File: config.mk
export PLATFORM = sky130hd
export DESIGN_NAME = rv64ia_execute_unit_core
export DESIGN_NICKNAME = d
export VERILOG_FILES = /design/src/rtl/core/rvx_pkg.sv /design/src/rtl/core/rvx_decode.sv /design/src/rtl/core/rvx_alu.sv /design/src/rtl/core/rvx_writeback.sv /design/src/rtl/core/rv64ia_execute_unit_core.sv
export SDC_FILE = /design/constraint.sdc
export NUM_CORES = 2
export LEC_CHECK = 0
export BUFFER_PORTS_ARGS = -buffer_cell sky130_fd_sc_hd__buf_2
export CELL_PAD_IN_SITES_DETAIL_PLACEMENT = 1
export CELL_PAD_IN_SITES_GLOBAL_PLACEMENT = 1
export CORE_MARGIN = 2
export CORE_UTILIZATION = 35
export DETAILED_ROUTE_END_ITERATION = 7
export PLACE_DENSITY = 0.63
export SLEW_MARGIN = 20
export SYNTH_ARGS = -nofsm -noshare
export SYNTH_HDL_FRONTEND = slang
export SYNTH_SLANG_ARGS = --single-unit
export TNS_END_PERCENT = 10
File: constraint.sdc
create_clock -name i_clk -period 7.2 [get_ports i_clk]
set_input_delay 0.72 -clock i_clk [delete_from_list [all_inputs] [get_ports i_clk]]
set_output_delay 0.72 -clock i_clk [all_outputs]
set_load 0.02 [all_outputs]
File: src/rtl/core/rvx_pkg.sv
// Shared types, operation codes and helpers for the RV64IA execute pipeline.
// No dependencies; every other file in rtl/core imports this package.
`timescale 1ns / 1ps

package rvx_pkg;

    // Operation codes, dense from 0; anything above the last AMO is not implemented
    localparam logic [6:0] F_LB        = 7'd0;
    localparam logic [6:0] F_LBU       = 7'd1;
    localparam logic [6:0] F_LH        = 7'd2;
    localparam logic [6:0] F_LHU       = 7'd3;
    localparam logic [6:0] F_LW        = 7'd4;
    localparam logic [6:0] F_LWU       = 7'd5;
    localparam logic [6:0] F_LD        = 7'd6;
    localparam logic [6:0] F_SB        = 7'd7;
    localparam logic [6:0] F_SH        = 7'd8;
    localparam logic [6:0] F_SW        = 7'd9;
    localparam logic [6:0] F_SD        = 7'd10;
    localparam logic [6:0] F_SLL       = 7'd11;
    localparam logic [6:0] F_SLLI      = 7'd12;
    localparam logic [6:0] F_SLLW      = 7'd13;
    localparam logic [6:0] F_SLLIW     = 7'd14;
    localparam logic [6:0] F_SRL       = 7'd15;
    localparam logic [6:0] F_SRLI      = 7'd16;
    localparam logic [6:0] F_SRLW      = 7'd17;
    localparam logic [6:0] F_SRLIW     = 7'd18;
    localparam logic [6:0] F_SRA       = 7'd19;
    localparam logic [6:0] F_SRAI      = 7'd20;
    localparam logic [6:0] F_SRAW      = 7'd21;
    localparam logic [6:0] F_SRAIW     = 7'd22;
    localparam logic [6:0] F_ADD       = 7'd23;
    localparam logic [6:0] F_ADDW      = 7'd24;
    localparam logic [6:0] F_ADDI      = 7'd25;
    localparam logic [6:0] F_ADDIW     = 7'd26;
    localparam logic [6:0] F_SUB       = 7'd27;
    localparam logic [6:0] F_SUBW      = 7'd28;
    localparam logic [6:0] F_LUI       = 7'd29;
    localparam logic [6:0] F_AUIPC     = 7'd30;
    localparam logic [6:0] F_XOR       = 7'd31;
    localparam logic [6:0] F_XORI      = 7'd32;
    localparam logic [6:0] F_OR        = 7'd33;
    localparam logic [6:0] F_ORI       = 7'd34;
    localparam logic [6:0] F_AND       = 7'd35;
    localparam logic [6:0] F_ANDI      = 7'd36;
    localparam logic [6:0] F_SLT       = 7'd37;
    localparam logic [6:0] F_SLTU      = 7'd38;
    localparam logic [6:0] F_SLTI      = 7'd39;
    localparam logic [6:0] F_SLTIU     = 7'd40;
    localparam logic [6:0] F_BEQ       = 7'd41;
    localparam logic [6:0] F_BNE       = 7'd42;
    localparam logic [6:0] F_BLT       = 7'd43;
    localparam logic [6:0] F_BLTU      = 7'd44;
    localparam logic [6:0] F_BGE       = 7'd45;
    localparam logic [6:0] F_BGEU      = 7'd46;
    localparam logic [6:0] F_JAL       = 7'd47;
    localparam logic [6:0] F_JALR      = 7'd48;
    localparam logic [6:0] F_ECALL     = 7'd49;
    localparam logic [6:0] F_FENCE     = 7'd50;
    localparam logic [6:0] F_LR_W      = 7'd51;
    localparam logic [6:0] F_LR_D      = 7'd52;
    localparam logic [6:0] F_SC        = 7'd53;
    localparam logic [6:0] F_AMOSWAP_W = 7'd54;
    localparam logic [6:0] F_AMOSWAP_D = 7'd55;
    localparam logic [6:0] F_AMOADD_W  = 7'd56;
    localparam logic [6:0] F_AMOADD_D  = 7'd57;
    localparam logic [6:0] F_AMOAND_W  = 7'd58;
    localparam logic [6:0] F_AMOAND_D  = 7'd59;
    localparam logic [6:0] F_AMOOR_W   = 7'd60;
    localparam logic [6:0] F_AMOOR_D   = 7'd61;
    localparam logic [6:0] F_AMOXOR_W  = 7'd62;
    localparam logic [6:0] F_AMOXOR_D  = 7'd63;
    localparam logic [6:0] F_AMOMIN_W  = 7'd64;
    localparam logic [6:0] F_AMOMIN_D  = 7'd65;
    localparam logic [6:0] F_AMOMINU_W = 7'd66;
    localparam logic [6:0] F_AMOMINU_D = 7'd67;
    localparam logic [6:0] F_AMOMAX_W  = 7'd68;
    localparam logic [6:0] F_AMOMAX_D  = 7'd69;
    localparam logic [6:0] F_AMOMAXU_W = 7'd70;
    localparam logic [6:0] F_AMOMAXU_D = 7'd71;

    // Link offset for JAL and JALR, and fall-through for branches
    localparam logic [63:0] INSN_BYTES = 64'd4;

    typedef enum logic [2:0] {
        RES_ZERO  = 3'd0,
        RES_ADD   = 3'd1,
        RES_SHIFT = 3'd2,
        RES_LOGIC = 3'd3,
        RES_SLT   = 3'd4,
        RES_LOAD  = 3'd5,
        RES_PCOFF = 3'd6,
        RES_LINK  = 3'd7
    } t_res_sel;

    typedef enum logic [1:0] {
        SH_LL = 2'd0,
        SH_RL = 2'd1,
        SH_RA = 2'd2
    } t_shift_op;

    typedef enum logic [1:0] {
        LG_XOR = 2'd0,
        LG_OR  = 2'd1,
        LG_AND = 2'd2
    } t_logic_op;

    typedef enum logic [2:0] {
        LD_B  = 3'd0,
        LD_BU = 3'd1,
        LD_H  = 3'd2,
        LD_HU = 3'd3,
        LD_W  = 3'd4,
        LD_WU = 3'd5,
        LD_D  = 3'd6
    } t_load_op;

    typedef enum logic [1:0] {
        WR_NONE = 2'd0,
        WR_A    = 2'd1,
        WR_AMO  = 2'd2
    } t_wr_sel;

    typedef enum logic [3:0] {
        AMO_SWAP = 4'd0,
        AMO_ADD  = 4'd1,
        AMO_AND  = 4'd2,
        AMO_OR   = 4'd3,
        AMO_XOR  = 4'd4,
        AMO_MIN  = 4'd5,
        AMO_MINU = 4'd6,
        AMO_MAX  = 4'd7,
        AMO_MAXU = 4'd8
    } t_amo_op;

    typedef enum logic [3:0] {
        BR_NONE = 4'd0,
        BR_BEQ  = 4'd1,
        BR_BNE  = 4'd2,
        BR_BLT  = 4'd3,
        BR_BLTU = 4'd4,
        BR_BGE  = 4'd5,
        BR_BGEU = 4'd6,
        BR_JAL  = 4'd7,
        BR_JALR = 4'd8
    } t_br_op;

    typedef enum logic [1:0] {
        EXC_NONE  = 2'd0,
        EXC_ECALL = 2'd1,
        EXC_NOIMP = 2'd2
    } t_exc;

    // Decoded control that travels with an item down the pipeline
    typedef struct packed {
        t_res_sel  res_sel;
        logic      word_res;
        logic      sub;
        logic      zero_a;
        t_shift_op sh_op;
        t_logic_op lg_op;
        logic      cmp_unsigned;
        t_load_op  ld_op;
        t_wr_sel   wr_sel;
        t_amo_op   amo_op;
        logic      amo_word;
        t_br_op    br_op;
        t_exc      exc;
    } t_ctrl;

    // Decode stage to execute stage
    typedef struct packed {
        t_ctrl       ctrl;
        logic [63:0] a;
        logic [63:0] b_op;
        logic [63:0] pc;
        logic [63:0] pc_off;
        logic [63:0] md;
        logic [63:0] sh_src;
        logic [5:0]  shamt;
        logic [63:0] amo_x;
        logic [63:0] amo_y;
    } t_s1;

    // Execute stage to writeback stage
    typedef struct packed {
        t_ctrl       ctrl;
        logic [63:0] a;
        logic [63:0] add_res;
        logic [63:0] sh_res;
        logic [63:0] lg_res;
        logic        slt;
        logic [63:0] ld_res;
        logic [63:0] amo_wr;
        logic [63:0] pc_sum;
        logic [63:0] pc_next;
        logic        taken;
    } t_s2;

    function automatic logic [63:0] sext32(input logic [31:0] v);
        return {{32{v[31]}}, v};
    endfunction

endpackage

File: src/rtl/core/rvx_decode.sv
// Decode stage: turns the operation code into control, picks operands.
// Depends on rvx_pkg.
`timescale 1ns / 1ps

module rvx_decode
    import rvx_pkg::*;
(
    input  logic               i_clk,
    input  logic               i_rst_n,
    input  logic               i_valid,
    input  logic [6:0]         i_func,
    input  logic [63:0]        i_operand_a,
    input  logic [63:0]        i_operand_b,
    input  logic signed [31:0] i_immediate,
    input  logic [63:0]        i_pc,
    input  logic [63:0]        i_mem_data,
    output logic               o_valid,
    output t_s1                o_s1
);

    typedef enum logic [1:0] {
        BSEL_REG   = 2'd0,
        BSEL_IMM   = 2'd1,
        BSEL_UPPER = 2'd2
    } t_bsel;

    t_ctrl       c;
    t_bsel       bsel;
    logic        sh_word;
    logic        pc_upper;
    logic [63:0] imm64;
    logic [63:0] upper64;
    logic [63:0] b_op;
    logic        amo_signed;
    t_s1         n_s1;
    logic        r_valid;
    t_s1         r_s1;

    // Decode operation code into control fields
    always_comb begin
        c        = '0;
        bsel     = BSEL_REG;
        sh_word  = 1'b0;
        pc_upper = 1'b0;
        unique case (i_func) inside
            F_LB: begin c.res_sel = RES_LOAD; c.ld_op = LD_B; end
            F_LBU: begin c.res_sel = RES_LOAD; c.ld_op = LD_BU; end
            F_LH: begin c.res_sel = RES_LOAD; c.ld_op = LD_H; end
            F_LHU: begin c.res_sel = RES_LOAD; c.ld_op = LD_HU; end
            F_LW, F_LR_W: begin c.res_sel = RES_LOAD; c.ld_op = LD_W; end
            F_LWU: begin c.res_sel = RES_LOAD; c.ld_op = LD_WU; end
            F_LD, F_LR_D: begin c.res_sel = RES_LOAD; c.ld_op = LD_D; end
            F_SB, F_SH, F_SW, F_SD, F_SC: begin
                c.wr_sel = WR_A;
            end
            F_SLL: begin c.res_sel = RES_SHIFT; c.sh_op = SH_LL; end
            F_SLLI: begin c.res_sel = RES_SHIFT; c.sh_op = SH_LL; bsel = BSEL_IMM; end
            F_SLLW: begin
                c.res_sel = RES_SHIFT; c.sh_op = SH_LL; c.word_res = 1'b1; sh_word = 1'b1;
            end
            F_SLLIW: begin
                c.res_sel = RES_SHIFT; c.sh_op = SH_LL; c.word_res = 1'b1; sh_word = 1'b1;
                bsel = BSEL_IMM;
            end
            F_SRL: begin c.res_sel = RES_SHIFT; c.sh_op = SH_RL; end
            F_SRLI: begin c.res_sel = RES_SHIFT; c.sh_op = SH_RL; bsel = BSEL_IMM; end
            F_SRLW: begin
                c.res_sel = RES_SHIFT; c.sh_op = SH_RL; c.word_res = 1'b1; sh_word = 1'b1;
            end
            F_SRLIW: begin
                c.res_sel = RES_SHIFT; c.sh_op = SH_RL; c.word_res = 1'b1; sh_word = 1'b1;
                bsel = BSEL_IMM;
            end
            F_SRA: begin c.res_sel = RES_SHIFT; c.sh_op = SH_RA; end
            F_SRAI: begin c.res_sel = RES_SHIFT; c.sh_op = SH_RA; bsel = BSEL_IMM; end
            F_SRAW: begin
                c.res_sel = RES_SHIFT; c.sh_op = SH_RA; c.word_res = 1'b1; sh_word = 1'b1;
            end
            F_SRAIW: begin
                c.res_sel = RES_SHIFT; c.sh_op = SH_RA; c.word_res = 1'b1; sh_word = 1'b1;
                bsel = BSEL_IMM;
            end
            F_ADD: c.res_sel = RES_ADD;
            F_ADDW: begin c.res_sel = RES_ADD; c.word_res = 1'b1; end
            F_ADDI: begin c.res_sel = RES_ADD; bsel = BSEL_IMM; end
            F_ADDIW: begin c.res_sel = RES_ADD; c.word_res = 1'b1; bsel = BSEL_IMM; end
            F_SUB: begin c.res_sel = RES_ADD; c.sub = 1'b1; end
            F_SUBW: begin c.res_sel = RES_ADD; c.sub = 1'b1; c.word_res = 1'b1; end
            F_LUI: begin c.res_sel = RES_ADD; c.zero_a = 1'b1; bsel = BSEL_UPPER; end
            F_AUIPC: begin c.res_sel = RES_PCOFF; pc_upper = 1'b1; end
            F_XOR: begin c.res_sel = RES_LOGIC; c.lg_op = LG_XOR; end
            F_XORI: begin c.res_sel = RES_LOGIC; c.lg_op = LG_XOR; bsel = BSEL_IMM; end
            F_OR: begin c.res_sel = RES_LOGIC; c.lg_op = LG_OR; end
            F_ORI: begin c.res_sel = RES_LOGIC; c.lg_op = LG_OR; bsel = BSEL_IMM; end
            F_AND: begin c.res_sel = RES_LOGIC; c.lg_op = LG_AND; end
            F_ANDI: begin c.res_sel = RES_LOGIC; c.lg_op = LG_AND; bsel = BSEL_IMM; end
            F_SLT: c.res_sel = RES_SLT;
            F_SLTU: begin c.res_sel = RES_SLT; c.cmp_unsigned = 1'b1; end
            F_SLTI: begin c.res_sel = RES_SLT; bsel = BSEL_IMM; end
            F_SLTIU: begin c.res_sel = RES_SLT; c.cmp_unsigned = 1'b1; bsel = BSEL_IMM; end
            F_BEQ: c.br_op = BR_BEQ;
            F_BNE: c.br_op = BR_BNE;
            F_BLT: c.br_op = BR_BLT;
            F_BLTU: c.br_op = BR_BLTU;
            F_BGE: c.br_op = BR_BGE;
            F_BGEU: c.br_op = BR_BGEU;
            F_JAL: begin c.br_op = BR_JAL; c.res_sel = RES_LINK; end
            F_JALR: begin c.br_op = BR_JALR; c.res_sel = RES_LINK; bsel = BSEL_IMM; end
            F_ECALL: c.exc = EXC_ECALL;
            F_FENCE: c.exc = EXC_NONE;
            F_AMOSWAP_W, F_AMOSWAP_D, F_AMOADD_W, F_AMOADD_D, F_AMOAND_W, F_AMOAND_D,
            F_AMOOR_W, F_AMOOR_D, F_AMOXOR_W, F_AMOXOR_D, F_AMOMIN_W, F_AMOMIN_D,
            F_AMOMINU_W, F_AMOMINU_D, F_AMOMAX_W, F_AMOMAX_D, F_AMOMAXU_W,
            F_AMOMAXU_D: begin
                // Word forms have even codes in this range
                c.res_sel  = RES_LOAD;
                c.wr_sel   = WR_AMO;
                c.amo_word = ~i_func[0];
                c.ld_op    = i_func[0] ? LD_D : LD_W;
                unique case (i_func) inside
                    F_AMOSWAP_W, F_AMOSWAP_D: c.amo_op = AMO_SWAP;
                    F_AMOADD_W, F_AMOADD_D:   c.amo_op = AMO_ADD;
                    F_AMOAND_W, F_AMOAND_D:   c.amo_op = AMO_AND;
                    F_AMOOR_W, F_AMOOR_D:     c.amo_op = AMO_OR;
                    F_AMOXOR_W, F_AMOXOR_D:   c.amo_op = AMO_XOR;
                    F_AMOMIN_W, F_AMOMIN_D:   c.amo_op = AMO_MIN;
                    F_AMOMINU_W, F_AMOMINU_D: c.amo_op = AMO_MINU;
                    F_AMOMAX_W, F_AMOMAX_D:   c.amo_op = AMO_MAX;
                    default:                  c.amo_op = AMO_MAXU;
                endcase
            end
            default: c.exc = EXC_NOIMP;
        endcase
    end

    // Build operands for the execute stage
    always_comb begin
        imm64   = sext32(i_immediate);
        upper64 = sext32({i_immediate[19:0], 12'd0});
        case (bsel)
            BSEL_IMM:   b_op = imm64;
            BSEL_UPPER: b_op = upper64;
            default:    b_op = i_operand_b;
        endcase

        n_s1.ctrl   = c;
        n_s1.a      = i_operand_a;
        n_s1.b_op   = b_op;
        n_s1.pc     = i_pc;
        n_s1.pc_off = pc_upper ? upper64 : imm64;
        n_s1.md     = i_mem_data;

        // Word shifts see only the low word, extended the way the shift needs
        if (sh_word) begin
            n_s1.sh_src = (c.sh_op == SH_RA) ? sext32(i_operand_a[31:0])
                                             : {32'd0, i_operand_a[31:0]};
            n_s1.shamt  = {1'b0, b_op[4:0]};
        end else begin
            n_s1.sh_src = i_operand_a;
            n_s1.shamt  = b_op[5:0];
        end

        // Word AMOs: sign-extend for signed compares, zero-extend otherwise
        amo_signed = (c.amo_op == AMO_MIN) || (c.amo_op == AMO_MAX);
        if (c.amo_word && amo_signed) begin
            n_s1.amo_x = sext32(i_mem_data[31:0]);
            n_s1.amo_y = sext32(i_operand_a[31:0]);
        end else if (c.amo_word) begin
            n_s1.amo_x = {32'd0, i_mem_data[31:0]};
            n_s1.amo_y = {32'd0, i_operand_a[31:0]};
        end else begin
            n_s1.amo_x = i_mem_data;
            n_s1.amo_y = i_operand_a;
        end
    end

    // Advance valid with reset, payload without
    always_ff @(posedge i_clk) begin
        if (!i_rst_n) begin
            r_valid <= 1'b0;
        end else begin
            r_valid <= i_valid;
        end
    end

    always_ff @(posedge i_clk) begin
        r_s1 <= n_s1;
    end

    assign o_valid = r_valid;
    assign o_s1    = r_s1;

endmodule

File: src/rtl/core/rvx_alu.sv
// Execute stage: adder, shifter, logic, compares, load extend, AMO update.
// Depends on rvx_pkg.
`timescale 1ns / 1ps

module rvx_alu
    import rvx_pkg::*;
(
    input  logic i_clk,
    input  logic i_rst_n,
    input  logic i_valid,
    input  t_s1  i_s1,
    output logic o_valid,
    output t_s2  o_s2
);

    logic [63:0] add_a;
    logic [63:0] add_b;
    logic        eq;
    logic        lts;
    logic        ltu;
    logic        amo_lt;
    logic        amo_signed;
    t_s2         n_s2;
    logic        r_valid;
    t_s2         r_s2;

    always_comb begin
        n_s2.ctrl = i_s1.ctrl;
        n_s2.a    = i_s1.a;

        // Add or subtract; LUI zeroes the first operand
        add_a        = i_s1.ctrl.zero_a ? 64'd0 : i_s1.a;
        add_b        = i_s1.ctrl.sub ? ~i_s1.b_op : i_s1.b_op;
        n_s2.add_res = add_a + add_b + {63'd0, i_s1.ctrl.sub};

        // Barrel shift
        case (i_s1.ctrl.sh_op)
            SH_RL:   n_s2.sh_res = i_s1.sh_src >> i_s1.shamt;
            SH_RA:   n_s2.sh_res = 64'($signed(i_s1.sh_src) >>> i_s1.shamt);
            default: n_s2.sh_res = i_s1.sh_src << i_s1.shamt;
        endcase

        case (i_s1.ctrl.lg_op)
            LG_OR:   n_s2.lg_res = i_s1.a | i_s1.b_op;
            LG_AND:  n_s2.lg_res = i_s1.a & i_s1.b_op;
            default: n_s2.lg_res = i_s1.a ^ i_s1.b_op;
        endcase

        // Shared compare for set-less-than and branches
        eq       = (i_s1.a == i_s1.b_op);
        lts      = ($signed(i_s1.a) < $signed(i_s1.b_op));
        ltu      = (i_s1.a < i_s1.b_op);
        n_s2.slt = i_s1.ctrl.cmp_unsigned ? ltu : lts;

        case (i_s1.ctrl.br_op)
            BR_BEQ:           n_s2.taken = eq;
            BR_BNE:           n_s2.taken = ~eq;
            BR_BLT:           n_s2.taken = lts;
            BR_BLTU:          n_s2.taken = ltu;
            BR_BGE:           n_s2.taken = ~lts;
            BR_BGEU:          n_s2.taken = ~ltu;
            BR_JAL, BR_JALR:  n_s2.taken = 1'b1;
            default:          n_s2.taken = 1'b0;
        endcase

        // Extend loaded data
        case (i_s1.ctrl.ld_op)
            LD_B:    n_s2.ld_res = {{56{i_s1.md[7]}}, i_s1.md[7:0]};
            LD_BU:   n_s2.ld_res = {56'd0, i_s1.md[7:0]};
            LD_H:    n_s2.ld_res = {{48{i_s1.md[15]}}, i_s1.md[15:0]};
            LD_HU:   n_s2.ld_res = {48'd0, i_s1.md[15:0]};
            LD_W:    n_s2.ld_res = sext32(i_s1.md[31:0]);
            LD_WU:   n_s2.ld_res = {32'd0, i_s1.md[31:0]};
            default: n_s2.ld_res = i_s1.md;
        endcase

        // Atomic read-modify-write value
        amo_signed = (i_s1.ctrl.amo_op == AMO_MIN) || (i_s1.ctrl.amo_op == AMO_MAX);
        amo_lt     = amo_signed ? ($signed(i_s1.amo_x) < $signed(i_s1.amo_y))
                                : (i_s1.amo_x < i_s1.amo_y);
        case (i_s1.ctrl.amo_op)
            AMO_ADD:            n_s2.amo_wr = i_s1.amo_x + i_s1.amo_y;
            AMO_AND:            n_s2.amo_wr = i_s1.amo_x & i_s1.amo_y;
            AMO_OR:             n_s2.amo_wr = i_s1.amo_x | i_s1.amo_y;
            AMO_XOR:            n_s2.amo_wr = i_s1.amo_x ^ i_s1.amo_y;
            AMO_MIN, AMO_MINU:  n_s2.amo_wr = amo_lt ? i_s1.amo_x : i_s1.amo_y;
            AMO_MAX, AMO_MAXU:  n_s2.amo_wr = amo_lt ? i_s1.amo_y : i_s1.amo_x;
            default:            n_s2.amo_wr = i_s1.amo_y;
        endcase

        // Address adders
        n_s2.pc_sum  = i_s1.pc + i_s1.pc_off;
        n_s2.pc_next = i_s1.pc + INSN_BYTES;
    end

    always_ff @(posedge i_clk) begin
        if (!i_rst_n) begin
            r_valid <= 1'b0;
        end else begin
            r_valid <= i_valid;
        end
    end

    always_ff @(posedge i_clk) begin
        r_s2 <= n_s2;
    end

    assign o_valid = r_valid;
    assign o_s2    = r_s2;

endmodule

File: src/rtl/core/rvx_writeback.sv
// Writeback stage: selects and formats the result fields into output registers.
// Depends on rvx_pkg.
`timescale 1ns / 1ps

module rvx_writeback
    import rvx_pkg::*;
(
    input  logic        i_clk,
    input  logic        i_rst_n,
    input  logic        i_valid,
    input  t_s2         i_s2,
    output logic        o_done,
    output logic [63:0] o_result,
    output logic [63:0] o_mem_write_data,
    output logic [63:0] o_branch_target,
    output logic        o_branch_taken,
    output logic [1:0]  o_exception
);

    logic [63:0] res_raw;
    logic [63:0] n_result;
    logic [63:0] n_wdata;
    logic [63:0] n_target;
    logic        r_done;
    logic [63:0] r_result;
    logic [63:0] r_wdata;
    logic [63:0] r_target;
    logic        r_taken;
    logic [1:0]  r_exc;

    always_comb begin
        // Pick destination value, then fold word forms
        case (i_s2.ctrl.res_sel)
            RES_ADD:   res_raw = i_s2.add_res;
            RES_SHIFT: res_raw = i_s2.sh_res;
            RES_LOGIC: res_raw = i_s2.lg_res;
            RES_SLT:   res_raw = {63'd0, i_s2.slt};
            RES_LOAD:  res_raw = i_s2.ld_res;
            RES_PCOFF: res_raw = i_s2.pc_sum;
            RES_LINK:  res_raw = i_s2.pc_next;
            default:   res_raw = 64'd0;
        endcase
        n_result = i_s2.ctrl.word_res ? sext32(res_raw[31:0]) : res_raw;

        case (i_s2.ctrl.wr_sel)
            WR_A:    n_wdata = i_s2.a;
            WR_AMO:  n_wdata = i_s2.ctrl.amo_word ? {32'd0, i_s2.amo_wr[31:0]} : i_s2.amo_wr;
            default: n_wdata = 64'd0;
        endcase

        // Jump register clears bit 0; not-taken branches fall through
        case (i_s2.ctrl.br_op)
            BR_NONE: n_target = 64'd0;
            BR_JALR: n_target = {i_s2.add_res[63:1], 1'b0};
            BR_JAL:  n_target = i_s2.pc_sum;
            default: n_target = i_s2.taken ? i_s2.pc_sum : i_s2.pc_next;
        endcase
    end

    always_ff @(posedge i_clk) begin
        if (!i_rst_n) begin
            r_done <= 1'b0;
        end else begin
            r_done <= i_valid;
        end
    end

    always_ff @(posedge i_clk) begin
        r_result <= n_result;
        r_wdata  <= n_wdata;
        r_target <= n_target;
        r_taken  <= i_s2.taken;
        r_exc    <= i_s2.ctrl.exc;
    end

    assign o_done           = r_done;
    assign o_result         = r_result;
    assign o_mem_write_data = r_wdata;
    assign o_branch_target  = r_target;
    assign o_branch_taken   = r_taken;
    assign o_exception      = r_exc;

endmodule

File: src/rtl/core/rv64ia_execute_unit_core.sv
// Top level of the RV64IA execute pipeline: decode, execute, writeback.
// Depends on rvx_pkg, rvx_decode, rvx_alu, rvx_writeback.
`timescale 1ns / 1ps

// RV64I plus atomics execute unit.
// Input channel: drive the decoded instruction on i_func, i_operand_a,
// i_operand_b, i_immediate, i_pc and i_mem_data with start high; the item
// is taken at a rising edge where start is high and busy is low.
// Output channel: o_done pulses for one cycle with o_result,
// o_mem_write_data, o_branch_target, o_branch_taken and o_exception.
// The receiver cannot hold results off and none is needed: the pipe never
// stalls.
// Path: an accepted item passes the decode register, the execute register and the
// output register, whose valid bit drives o_done.
// Throughput: one item per cycle while busy is low; the deepest stage is the 64-bit
// adder, the barrel shifter and the compares of the execute register.
// Reset (synchronous, active low) drops every item in flight; busy is registered,
// set while reset is asserted and cleared at a clock edge once reset is released.

module rv64ia_execute_unit_core
    import rvx_pkg::*;
(
    input  logic               i_clk,
    input  logic               i_rst_n,
    input  logic               start,
    output logic               busy,
    input  logic [6:0]         i_func,
    input  logic [63:0]        i_operand_a,
    input  logic [63:0]        i_operand_b,
    input  logic signed [31:0] i_immediate,
    input  logic [63:0]        i_pc,
    input  logic [63:0]        i_mem_data,
    output logic               o_done,
    output logic [63:0]        o_result,
    output logic [63:0]        o_mem_write_data,
    output logic [63:0]        o_branch_target,
    output logic               o_branch_taken,
    output logic [1:0]         o_exception
);

    logic r_busy;
    logic accept;
    logic s1_valid;
    t_s1  s1;
    logic s2_valid;
    t_s2  s2;

    // Hold off items until reset has been released
    always_ff @(posedge i_clk) begin
        if (!i_rst_n) begin
            r_busy <= 1'b1;
        end else begin
            r_busy <= 1'b0;
        end
    end

    assign busy   = r_busy;
    assign accept = start & ~r_busy;

    rvx_decode u_decode (
        .i_clk       (i_clk),
        .i_rst_n     (i_rst_n),
        .i_valid     (accept),
        .i_func      (i_func),
        .i_operand_a (i_operand_a),
        .i_operand_b (i_operand_b),
        .i_immediate (i_immediate),
        .i_pc        (i_pc),
        .i_mem_data  (i_mem_data),
        .o_valid     (s1_valid),
        .o_s1        (s1)
    );

    rvx_alu u_alu (
        .i_clk   (i_clk),
        .i_rst_n (i_rst_n),
        .i_valid (s1_valid),
        .i_s1    (s1),
        .o_valid (s2_valid),
        .o_s2    (s2)
    );

    rvx_writeback u_writeback (
        .i_clk            (i_clk),
        .i_rst_n          (i_rst_n),
        .i_valid          (s2_valid),
        .i_s2             (s2),
        .o_done           (o_done),
        .o_result         (o_result),
        .o_mem_write_data (o_mem_write_data),
        .o_branch_target  (o_branch_target),
        .o_branch_taken   (o_branch_taken),
        .o_exception      (o_exception)
    );

    // Every accepted item comes out with an o_done strobe
    a_latency: assert property (@(posedge i_clk) disable iff (!i_rst_n)
        (start && !busy) |-> ##3 o_done)
        else $error("accepted item did not complete after three cycles");

    // Nothing comes out that was not accepted
    a_no_phantom: assert property (@(posedge i_clk) disable iff (!i_rst_n)
        o_done |-> $past(accept, 3))
        else $error("result strobe without an accepted item");

    // Unknown codes give only the exception
    a_noimp_clean: assert property (@(posedge i_clk) disable iff (!i_rst_n)
        (o_done && o_exception == EXC_NOIMP) |->
            (o_result == 64'd0 && o_mem_write_data == 64'd0 &&
             o_branch_target == 64'd0 && !o_branch_taken))
        else $error("not-implemented item drove result fields");

    // Reset empties the pipe
    a_reset_flush: assert property (@(posedge i_clk)
        !i_rst_n |=> (!o_done && busy))
        else $error("pipe not flushed by reset");

endmodule

==> flow_summary_export.csv <==
group,metric,value,unit
routing,drtIter0Drc,5329,
logic_synthesis,synth_area_leader_cell,"dfxtp_1",
sta,worst_slew_pin_slew,1220,ps
worst_setup_path,crit_path_end_kind,"flop",
routing,dr.pass1.iters,8,
worst_hold_path,hp-start,"i_mem_data[24]",
cells_and_area,stdcell_area,70700,sq um
logic_synthesis,synth_edf_count,0,
routing,antenna_left,0,
job,cap_violations,0,
logic_synthesis,synth-main-ff-cell,"dfxtp_1",
sta,finalCritPeriodShare,77.0,%
worst_setup_path,cp-start-kind,"flop",
worst_setup_path,crit_path_start,"u_decode.o_s1[539]",
floorplanning,die_h,419,microns
logic_synthesis,synth-async-reset-ratio,0,%
worst_setup_path,worstPathArrival,6260,ps
clock_network,post_cts_buffers,0,
logic_synthesis,synthCells,6933,
cells_and_area,final_cell_mix,"1130 x dfxtp_1, 580 x nor2_1, 514 x o21ai_0",
pwr,powerDensity,268,nW/um^2
clock_network,cts.path.max_buffers,3,
clock_network,clkLatencyLatePin,850,ps
grt,grt.total_usage,33.0,%
sta,hold_viol,0,
outcome,failed_checks,"DRC",
worst_setup_path,path_class,"reg2reg",
logic_synthesis,syn_nets,7753,
floorplanning,ioPinCount,495,
clock_network,htree_levels,4,
placement,dpl_cell_area,64800,sq um
logic_synthesis,syn_area,60400,sq um
routing,drc,5,
worst_setup_path,path_max_fanout,26,
pwr,worst_ir_drop_vdd,0.000258,V
pwr,leakage,32.6,nW
outcome,status,"finished, violations left",
grt,grt_pass1_wl,418000,microns
floorplanning,die-area,176000,sq um
clock_network,tritoncts,"built",
clock_network,cts_buffers,134,
worst_setup_path,crit_required,7920,ps
sta,tns,0,ps
logic_synthesis,synth-seq-area-share,37.7,%
cells_and_area,fillers,20000,
floorplanning,die_w,419,microns
sta,fmax,180,MHz
cells_and_area,fin_util,41.2,%
cells_and_area,syn_to_final_growth,17.0,%
logic_synthesis,synth_top_area_share,37.7,%
placement,io_buffers,494,
cells_and_area,final_common_cell,"dfxtp_1",
floorplanning,start_util,35.2,%
cells_and_area,drive_gt1_share,12.9,%
sta,min_period,5540,ps
sta,slew_violations,0,
sta,rsz0062_at_grt,"no",
routing,via_per_inst,5.75,
sta,setup_viol,0,
logic_synthesis,synth_area_leaders,"dfxtp_1 38%, ha_1 11%, o21ai_0 4.3%, mux2i_1 3.7%, nor2_1 3.6%",
clock_network,path_clk_slew,60,ps
clock_network,ctsHoldBuffers,114,
floorplanning,coreArea,172000,sq um
grt,antenna_found_initial,38,
placement,detailed_place_hpwl,237000,microns
clock_network,cts_sinks,1138,
routing,num_vias,56000,
grt,grt_max_degree,93,
floorplanning,num_rows,152,
sta,finClkSkew,42.6,ps
worst_setup_path,reg2reg_from,"u_decode.o_s1[539]",
logic_synthesis,syn_area_per_cell,8.71,sq um
logic_synthesis,synth-seq-cells,1138,
grt,grt_pass1_vias,56400,
cells_and_area,nets,8114,
logic_synthesis,yosysUniqueCellTypes,97,
routing,wl_per_cell,30.7,microns
clock_network,cts_resized,0,
grt,overflow,0,
pwr,power.total,19.0,mW
sta,slew-limit-headroom,17.6,%
worst_hold_path,holdCritPathClass,"in2reg",
placement,place.gp.congestion,1.00,
clock_network,cts_root_buf,"clkbuf_16",
logic_synthesis,synth_warnings,0,
routing,drt-total-wl,299000,microns
flip-flops by register name, summed over array words and instances (netlist names):
signal,count
u_alu.o_s2,527
u_decode.o_s1,412
u_writeback.o_branch_target,64
u_writeback.o_mem_write_data,64
u_writeback.o_result,64
u_writeback.o_exception,2
busy,1
u_alu.o_valid,1
u_decode.o_valid,1
u_writeback.o_branch_taken,1
u_writeback.o_done,1
kinds of logic after synthesis:
group                    after synthesis  share of synthesized area, %
flip-flops                          1138                          37.7
AO/OA/AOI/OAI                       2177                          24.4
XOR/XNOR                             287                          4.16
AND/OR/NAND/NOR                     1582                          11.7
multiplexers                         287                          5.20
buffers and inverters                939                          5.95
adder cells (fa/ha/maj)              523                          10.9
per-stage QoR:
stage / cells / hold WS [ps] / worst slack, ps
final: 9730 / 49.0 / 1660
after global routing: 9720 / 18.4 / 1260
after CTS: 9706 / 2.68 / 1730
after detailed placement: 9352 / 314 / 1740
after global placement: 9351 / 311 / 1150
after floorplan: 6933 / 310 / 2060
cell type report:
| class | instances | area (sq um) | area share (%) |
|---|---|---|---|
| diodes | 22 | 55.1 | 0.0779 |
| clock buffers | 171 | 3700 | 5.24 |
| clock inverters | 69 | 952 | 1.35 |
| inverters | 472 | 1780 | 2.51 |
| multi-input cells | 4856 | 34200 | 48.4 |
| flip-flops and latches | 1138 | 22800 | 32.2 |
| well taps | 2310 | 2890 | 4.09 |
| repair buffers | 692 | 4290 | 6.06 |
Yosys cell counts, types with 10 or more instances:
cell type	instances
a21o_1	277
ha_1	519
a31oi_1	39
a211oi_1	34
o221ai_1	25
a21boi_0	15
xnor2_1	147
xor2_1	140
and3_1	33
and2_1	20
o211ai_1	32
nor4_1	35
a222oi_1	66
o2111ai_1	11
nor2b_1	44
buf_1	80
o31ai_1	20
a221oi_1	93
nor3_1	66
nor2_1	585
nand3_1	124
a221o_1	60
a21oi_1	396
o21ai_1	10
nand4_1	54
nand2b_1	53
a22oi_1	290
mux4_2	17
a221oi_2	11
inv_1	469
a22o_1	35
mux2_2	45
dfxtp_1	1138
o21bai_1	66
mux2i_1	225
o21ai_0	514
clkbuf_1	366
o22ai_1	60
o21a_1	21
nand2_1	484
or3_1	21
nand3b_1	10
buf_2	14
power breakdown:
part	internal [mW]	switching (mW)	total (mW)
sequential	6.99	0.658	7.65
clock	4.06	3.08	7.14
combinational	1.43	2.74	4.17
per-layer routing:
layer / wire, microns / global-route usage (%)
met1: 124000 / 40.9
met2: 140000 / 54.4
met3: 16600 / 5.48
met4: 18400 / 18.0
met5: 109 / 0
worst max-delay path, cell delays in order, from the launching register on:
cell and delay [ps]:
dfxtp_2 730, nor2b_2 130, mux2_2 320, fa_1 480, a211oi_1 230, o21bai_1 140, o41ai_1 700, o21ai_0 220
a21oi_1 520, o41ai_2 260, a41oi_1 660, o31ai_1 290, a221oi_2 400, o21ai_0 150, xor2_1 150
worst paths after layout:
check | cells after the start | end | slack (ps)
worst min register to register | 0 | u_alu.o_s2[515] | 330
worst max-delay path | 14 | u_alu.o_s2[448] | 1660
worst max register to register | 14 | u_alu.o_s2[448] | 1660
worst min-delay path | 1 | u_decode.o_s1[222] | 50
No activity file was read; power rests on OpenSTA's default activity.
